<file path="src/rtl/wft_pkg.sv">
// ----------------------------------------------------------------------------
// wft_pkg: shared types and constants of the Wiegand frame transmitter
// Payload structs of both channels, format codes, timing defaults.
// ----------------------------------------------------------------------------
package wft_pkg;

    localparam logic [0:0] CMD_TICK  = 1'b0;
    localparam logic [0:0] CMD_START = 1'b1;

    localparam logic [1:0] FMT_26 = 2'd0;
    localparam logic [1:0] FMT_34 = 2'd1;
    localparam logic [1:0] FMT_66 = 2'd2;

    localparam logic [0:0] REG_PULSE_WIDTH  = 1'b0;
    localparam logic [0:0] REG_PULSE_PERIOD = 1'b1;

    localparam logic [7:0] WIDTH_RESET  = 8'd10;
    localparam logic [7:0] PERIOD_RESET = 8'd160;
    localparam logic [7:0] WIDTH_MIN    = 8'd4;
    localparam logic [7:0] WIDTH_MAX    = 8'd20;
    localparam logic [7:0] PERIOD_MIN   = 8'd80;

    typedef struct packed {
        logic [0:0]  command;
        logic [1:0]  frame_format;
        logic [63:0] payload;
    } in_item_t;

    typedef struct packed {
        logic data0_line;
        logic data1_line;
        logic busy_res;
        logic frame_done;
        logic start_rejected;
    } out_item_t;

    typedef struct packed {
        logic [7:0] eff_width;
        logic [7:0] eff_gap;
    } timing_t;

    // payload length of a format; code three counts as the 66-bit format
    function automatic logic [6:0] payload_len(input logic [1:0] fmt);
        logic [6:0] n;
        case (fmt)
            FMT_26:  n = 7'd24;
            FMT_34:  n = 7'd32;
            default: n = 7'd64;
        endcase
        return n;
    endfunction

endpackage

</file>
<file path="src/rtl/wiegand_frame_transmitter_top.sv">
// ----------------------------------------------------------------------------
// wiegand_frame_transmitter_top: Wiegand 26/34/66-bit frame transmitter
// Timing registers, frame sequencer and result register.
// ----------------------------------------------------------------------------
// Each request (a tick or a frame start) yields one result with the data0 and
// data1 line levels and the busy, done and rejected flags. A request is taken
// when s_valid and s_ready are both high: the sequencer state and the result
// register update on the same edge, so one request per clock is sustained while
// m_ready stays high; s_ready drops only while a result waits in the output
// register and m_ready is low. Write the timing registers through
// cfg_we/cfg_index/cfg_wdata while no request is in flight.
module wiegand_frame_transmitter_top
    import wft_pkg::*;
(
    input  logic       aclk,
    input  logic       aresetn,
    input  logic       s_valid,
    output logic       s_ready,
    input  in_item_t   s_data,
    output logic       m_valid,
    input  logic       m_ready,
    output out_item_t  m_data,
    input  logic       cfg_we,
    input  logic [0:0] cfg_index,
    input  logic [7:0] cfg_wdata
);

    timing_t   timing;
    out_item_t result;
    out_item_t out_reg;
    logic      out_valid_reg;
    logic      take;

    assign s_ready = !out_valid_reg || m_ready;
    assign take    = s_valid && s_ready;

    wft_cfg_regs u_cfg (
        .aclk      (aclk),
        .aresetn   (aresetn),
        .cfg_we    (cfg_we),
        .cfg_index (cfg_index),
        .cfg_wdata (cfg_wdata),
        .timing    (timing)
    );

    wft_frame_core u_core (
        .aclk      (aclk),
        .aresetn   (aresetn),
        .item_take (take),
        .item      (s_data),
        .timing    (timing),
        .result    (result)
    );

    always_ff @(posedge aclk) begin
        if (!aresetn) begin
            out_valid_reg <= 1'b0;
        end else if (take) begin
            out_valid_reg <= 1'b1;
        end else if (m_ready) begin
            out_valid_reg <= 1'b0;
        end
    end

    always_ff @(posedge aclk) begin
        if (take) begin
            out_reg <= result;
        end
    end

    assign m_valid = out_valid_reg;
    assign m_data  = out_reg;

    a_lines_exclusive: assert property (@(posedge aclk) disable iff (!aresetn)
        m_valid |-> (m_data.data0_line || m_data.data1_line))
        else $error("both Wiegand lines low");

    a_pulse_needs_busy: assert property (@(posedge aclk) disable iff (!aresetn)
        (m_valid && !(m_data.data0_line && m_data.data1_line)) |-> m_data.busy_res)
        else $error("pulse outside a frame");

    a_done_ends_frame: assert property (@(posedge aclk) disable iff (!aresetn)
        (m_valid && m_data.frame_done) |-> (!m_data.busy_res && !m_data.start_rejected))
        else $error("frame_done while still busy");

    a_reject_while_busy: assert property (@(posedge aclk) disable iff (!aresetn)
        (m_valid && m_data.start_rejected) |-> m_data.busy_res)
        else $error("start rejected while idle");

endmodule

</file>
<file path="src/rtl/wft_cfg_regs.sv">
// ----------------------------------------------------------------------------
// wft_cfg_regs: timing registers
// Holds pulse width and period and derives the pulse and gap lengths in use.
// ----------------------------------------------------------------------------
module wft_cfg_regs
    import wft_pkg::*;
(
    input  logic       aclk,
    input  logic       aresetn,
    input  logic       cfg_we,
    input  logic [0:0] cfg_index,
    input  logic [7:0] cfg_wdata,
    output timing_t    timing
);

    logic [7:0] width_reg;
    logic [7:0] period_reg;
    logic [7:0] per_used;

    always_ff @(posedge aclk) begin
        if (!aresetn) begin
            width_reg  <= WIDTH_RESET;
            period_reg <= PERIOD_RESET;
        end else if (cfg_we) begin
            unique case (cfg_index)
                REG_PULSE_WIDTH:  width_reg  <= cfg_wdata;
                REG_PULSE_PERIOD: period_reg <= cfg_wdata;
                default: ;
            endcase
        end
    end

    always_comb begin
        if (width_reg < WIDTH_MIN || width_reg > WIDTH_MAX) begin
            timing.eff_width = WIDTH_RESET;
        end else begin
            timing.eff_width = width_reg;
        end
        per_used = (period_reg < PERIOD_MIN) ? PERIOD_RESET : period_reg;
        timing.eff_gap = per_used - timing.eff_width;
    end

endmodule

</file>
<file path="src/rtl/wft_frame_core.sv">
// ----------------------------------------------------------------------------
// wft_frame_core: frame sequencer
// Advances the bit and tick counters per request and forms the line levels.
// ----------------------------------------------------------------------------
module wft_frame_core
    import wft_pkg::*;
(
    input  logic      aclk,
    input  logic      aresetn,
    input  logic      item_take,
    input  in_item_t  item,
    input  timing_t   timing,
    output out_item_t result
);

    logic [63:0] shift_reg,  shift_next;
    logic        lead_reg,   lead_next;
    logic        trail_reg,  trail_next;
    logic [1:0]  fmt_reg,    fmt_next;
    logic [6:0]  pos_reg,    pos_next;
    logic        pulse_reg,  pulse_next;
    logic [7:0]  tick_reg,   tick_next;
    logic        send_reg,   send_next;

    logic [7:0]  tick_dec;
    logic [6:0]  pos_inc;
    logic [6:0]  n_next;
    logic [6:0]  bit_dist;
    logic        cur_bit;
    logic        done;
    logic        rejected;

    always_ff @(posedge aclk) begin
        if (!aresetn) begin
            shift_reg <= '0;
            lead_reg  <= 1'b0;
            trail_reg <= 1'b0;
            fmt_reg   <= '0;
            pos_reg   <= '0;
            pulse_reg <= 1'b0;
            tick_reg  <= '0;
            send_reg  <= 1'b0;
        end else if (item_take) begin
            shift_reg <= shift_next;
            lead_reg  <= lead_next;
            trail_reg <= trail_next;
            fmt_reg   <= fmt_next;
            pos_reg   <= pos_next;
            pulse_reg <= pulse_next;
            tick_reg  <= tick_next;
            send_reg  <= send_next;
        end
    end

    always_comb begin
        shift_next = shift_reg;
        lead_next  = lead_reg;
        trail_next = trail_reg;
        fmt_next   = fmt_reg;
        pos_next   = pos_reg;
        pulse_next = pulse_reg;
        tick_next  = tick_reg;
        send_next  = send_reg;
        done       = 1'b0;
        rejected   = 1'b0;
        tick_dec   = tick_reg - 8'd1;
        pos_inc    = pos_reg + 7'd1;

        if (item.command == CMD_START) begin
            if (send_reg) begin
                rejected = 1'b1;
            end else begin
                fmt_next = item.frame_format;
                case (item.frame_format)
                    FMT_26: begin
                        shift_next = {40'd0, item.payload[23:0]};
                        lead_next  = ^item.payload[23:12];
                        trail_next = ~^item.payload[11:0];
                    end
                    FMT_34: begin
                        shift_next = {32'd0, item.payload[31:0]};
                        lead_next  = ^item.payload[31:16];
                        trail_next = ~^item.payload[15:0];
                    end
                    default: begin
                        shift_next = item.payload;
                        lead_next  = ^item.payload[63:32];
                        trail_next = ~^item.payload[31:0];
                    end
                endcase
                pos_next   = '0;
                pulse_next = 1'b1;
                tick_next  = timing.eff_width;
                send_next  = 1'b1;
            end
        end else if (send_reg) begin
            tick_next = tick_dec;
            if (tick_dec == 8'd0) begin
                if (pulse_reg) begin
                    pulse_next = 1'b0;
                    tick_next  = timing.eff_gap;
                end else if (pos_inc >= payload_len(fmt_reg) + 7'd2) begin
                    // last gap over: close the frame
                    send_next = 1'b0;
                    pos_next  = '0;
                    done      = 1'b1;
                end else begin
                    pos_next   = pos_inc;
                    pulse_next = 1'b1;
                    tick_next  = timing.eff_width;
                end
            end
        end

        // bit on the wire, from the updated state
        n_next   = payload_len(fmt_next);
        bit_dist = n_next - pos_next;
        if (pos_next == 7'd0) begin
            cur_bit = lead_next;
        end else if (pos_next > n_next) begin
            cur_bit = trail_next;
        end else begin
            cur_bit = shift_next[bit_dist[5:0]];
        end

        result.data0_line     = !(send_next && pulse_next && !cur_bit);
        result.data1_line     = !(send_next && pulse_next && cur_bit);
        result.busy_res       = send_next;
        result.frame_done     = done;
        result.start_rejected = rejected;
    end

endmodule
</file>
<file path="config.mk">
export PLATFORM = sky130hd
export DESIGN_NAME = wiegand_frame_transmitter_top
export DESIGN_NICKNAME = d
export VERILOG_FILES = /design/src/rtl/wft_pkg.sv /design/src/rtl/wiegand_frame_transmitter_top.sv /design/src/rtl/wft_cfg_regs.sv /design/src/rtl/wft_frame_core.sv
export SDC_FILE = /design/constraint.sdc
export NUM_CORES = 1
export LEC_CHECK = 0
export CAP_MARGIN = 30
export CORE_MARGIN = 10
export CORE_UTILIZATION = 49
export CTS_CLUSTER_DIAMETER = 200
export DETAILED_ROUTE_END_ITERATION = 12
export DONT_BUFFER_PORTS = 1
export PLACE_DENSITY_LB_ADDON = 0.2
export SYNTH_ARGS = -nofsm -noshare
export SYNTH_HDL_FRONTEND = slang
export SYNTH_SLANG_ARGS = --single-unit
</file>
<file path="constraint.sdc">
create_clock -name aclk -period 6 [get_ports aclk]
set_input_delay 0.3 -clock aclk [delete_from_list [all_inputs] [get_ports aclk]]
set_output_delay 0.3 -clock aclk [all_outputs]
set_load 0.03 [all_outputs]
</file>
==> impl_results.md <==
* Status: completed
* Nets@finish at slightly below 1,000
* Sw Pwr at around 0.00054 W
* Worst-path clk slew at roughly 0.070 ns
* Chip Width at between 100 and 150 um
* Worst vdd ir at around 150 uV
* Clk_skew at between 0.01 and 0.015 ns
* I/O Buffers at 0
* Seq pwr share at 42.8%
* Post-CTS Setup Bufs at 0
* Most used DFF post-synth: dfxtp_1
* Max cap viols at 0
* Initial antenna violation count at 0
* Final period utilization at 90.1%
* DR vias at 6,264
* Relative slew slack at a little under two fifths
* Htree depth at 3
* Skew-Pair Late Insertion Delay at 0.37 ns
* Starting DRT DRC Count at 360
* Post-synthesis cell area at roughly 7600 um^2
* Min cycle time layout at 5.40 ns
* CTS root buffer: clkbuf_16
* GR Util met2 at about 30%
* Worst path required time at just over 6 ns
* Post-synthesis sequential area ratio at approximately 29%
* Largest net degree at the start of global routing at approximately 100
* Met1 usage at 24.0%
* Setup TNS at 0 ns
* Residual DRC at 0
* Most frequent cell after synthesis: nand2_1
* Worst Path Arrival at 5.52 ns
* Mapped Cells at slightly above 900
* PD cells at about 230 nW/um^2
* Post-synth EDFFs at 5
* First-pass GRT wire length at 31,700 um
* Ant diodes at 0
* Layout cells sized above 1 at under 10%
* Congestion Overflow GR at 0
* Slew Viols, Final at 0
* Final ANT Viol Nets at 0
* Area delta synth->final at 4.24%
* All-Layer GR Usage at approximately a fifth
* Grt peak-use layer: met2
* CTS Buf Count at 9
* Comb pwr share at between 20% and 30%
* Dpl hpwl at between 10,000 and 15,000 um
* WS Path Type: flop to flop
* Drt via density at between 5 and 6
* Final WL at about 19,000 um
* Die Height at ~140 um
* Site Rows at 45
* RSZ-0062 raised after global routing: false
* Ranking of synthesized cells by area: dfxtp_1, nand2_1, a21boi_0
* Async set-reset flop share out of synthesis at 0%
* Avg Cell Area, Syn at just over 8 um^2
* # IOs at slightly below 90
* Synth top cells by count: nand2_1, dfxtp_1, a21boi_0
* Critical path launch point type: flop
* CTS tree: done
* F_max at between 150 and 200 MHz
* Clock power frac at roughly 34%
* Routed len/inst at about 18 um
* Leak at just under 3 nW
* Internal Pwr Total at around 0.0013 W
* CP max FO at 9
* Yosys top cell area share at 26.9%
* CP endpoint kind: flop
* Num Clock Sinks at 107
* Hold buffer count at CTS at 0
* PostCTS Resize Cnt at 0
* Hold Vio Cnt, Final at 0
* Starting Density at roughly 50%
* Core area at about 15,000 um^2
* Yosys warns at 0
* Vias in the first global route at a little over 6,000
* Die ar. at 20,800 um^2
* Max reg flops at 64
* Setup violators final at 0
* Worst Tran Pin Value at approximately 0.95 ns
* WHS at ~0.021 ns
* Netlist cell types at between 70 and 80
* Sw Ratio at 29.8%
* Leading area contributor after synthesis: dfxtp_1
* Drt pass-1 iters at 5
* Placer Congestion at ~0.9
* Met3 Use GR at under 10%
* Synthesized flop and latch total at about 110
* Clk buf depth at 2
* HP Class: input port to flop
[cells by family after synthesis]
| kind of cell | after synthesis | share of synthesized area, % |
|---|---|---|
| buffers and inverters | 83 | 4.44 |
| multiplexers | 33 | 7.56 |
| AO/OA/AOI/OAI | 236 | 22.0 |
| other | 1 | 0.0495 |
| flip-flops | 107 | 28.9 |
| adder cells (fa/ha/maj) | 21 | 3.57 |
| XOR/XNOR | 77 | 9.45 |
| AND/OR/NAND/NOR | 371 | 24.0 |
[power by group through the flow]
stage / Clock, W / Combinational, W / Sequential, W
final: 0.000614 / 0.000428 / 0.000781
after global routing: 0.000658 / 0.000478 / 0.000786
after CTS: 0.000630 / 0.000432 / 0.000781
after detailed placement: 0 / 0.000429 / 0.000798
after global placement: 0 / 0.000428 / 0.000798
after floorplan: 0 / 0.000380 / 0.000784
[critical path, stage by stage (launching register included)]
cell	delay, ns
dfxtp_1	0.58
and3_1	0.33
nand3_1	0.12
xnor2_1	0.29
ha_1	0.31
a21o_1	0.18
a21oi_1	0.21
o211ai_2	0.29
nor3_2	0.50
nand3_1	0.14
a21oi_1	0.17
a31oi_1	0.08
ha_1	0.40
a41oi_2	0.19
xnor2_4	0.38
mux2_2	0.37
o2bb2a_2	0.27
a31oi_1	0.23
a31oi_1	0.12
[cell usage in the layout, fill, tap and decap left out, drive strengths merged, types with 13 or more instances in the layout]
cell,n
xor2,13
nand3,59
mux2i,13
dfxtp,102
o21ai,20
nand2,170
inv,17
nor2b,25
ha,20
nor2,31
xnor2,63
a21oi,58
mux4,18
and3,40
a21boi,81
[area by class of cell]
cell class              instances  area (um^2)
multi-input cells             740         5070
inverters                      16         60.1
well taps                     188          235
clock inverters                 6         65.1
flip-flops and latches        107         2190
fillers                      1474         7300
clock buffers                  10          229
repair buffers                  6         45.0
[through the flow]
step / worst slack (ns) / std cells / power, W / area [um^2] / utilization, %
5_1_grt: 0.184 / 1073 / 0.00192 / 7900 / 52.0
6_report: 0.596 / 1073 / 0.00182 / 7900 / 52.0
3_3_place_gp: 0.804 / 1057 / 0.00123 / 7600 / 50.0
3_5_place_dp: 0.660 / 1057 / 0.00123 / 7600 / 50.0
2_1_floorplan: 0.648 / 930 / 0.00116 / 7580 / -
4_1_cts: 0.646 / 1073 / 0.00184 / 7900 / 52.0
[worst paths after layout]
path / startpoint / to / slack (ns) / cells past startpoint
max: u_core.pos_reg[0] / m_data[3] / 0.60 / 18
min: aresetn / u_cfg.period_reg[5] / 0.02 / 1
max reg2reg: u_core.pos_reg[0] / m_data[3] / 0.60 / 18
min reg2reg: u_cfg.period_reg[2] / u_cfg.period_reg[2] / 0.46 / 2
[layer usage]
layer | vias to the layer above | routed length, um
met2 | 133 | 8850
met4 | 0 | 303
met1 | 2928 | 8580
met5 | - | 0
li1 | 3183 | -
met3 | 20 | 1140
(Power assumes the default switching activity.)
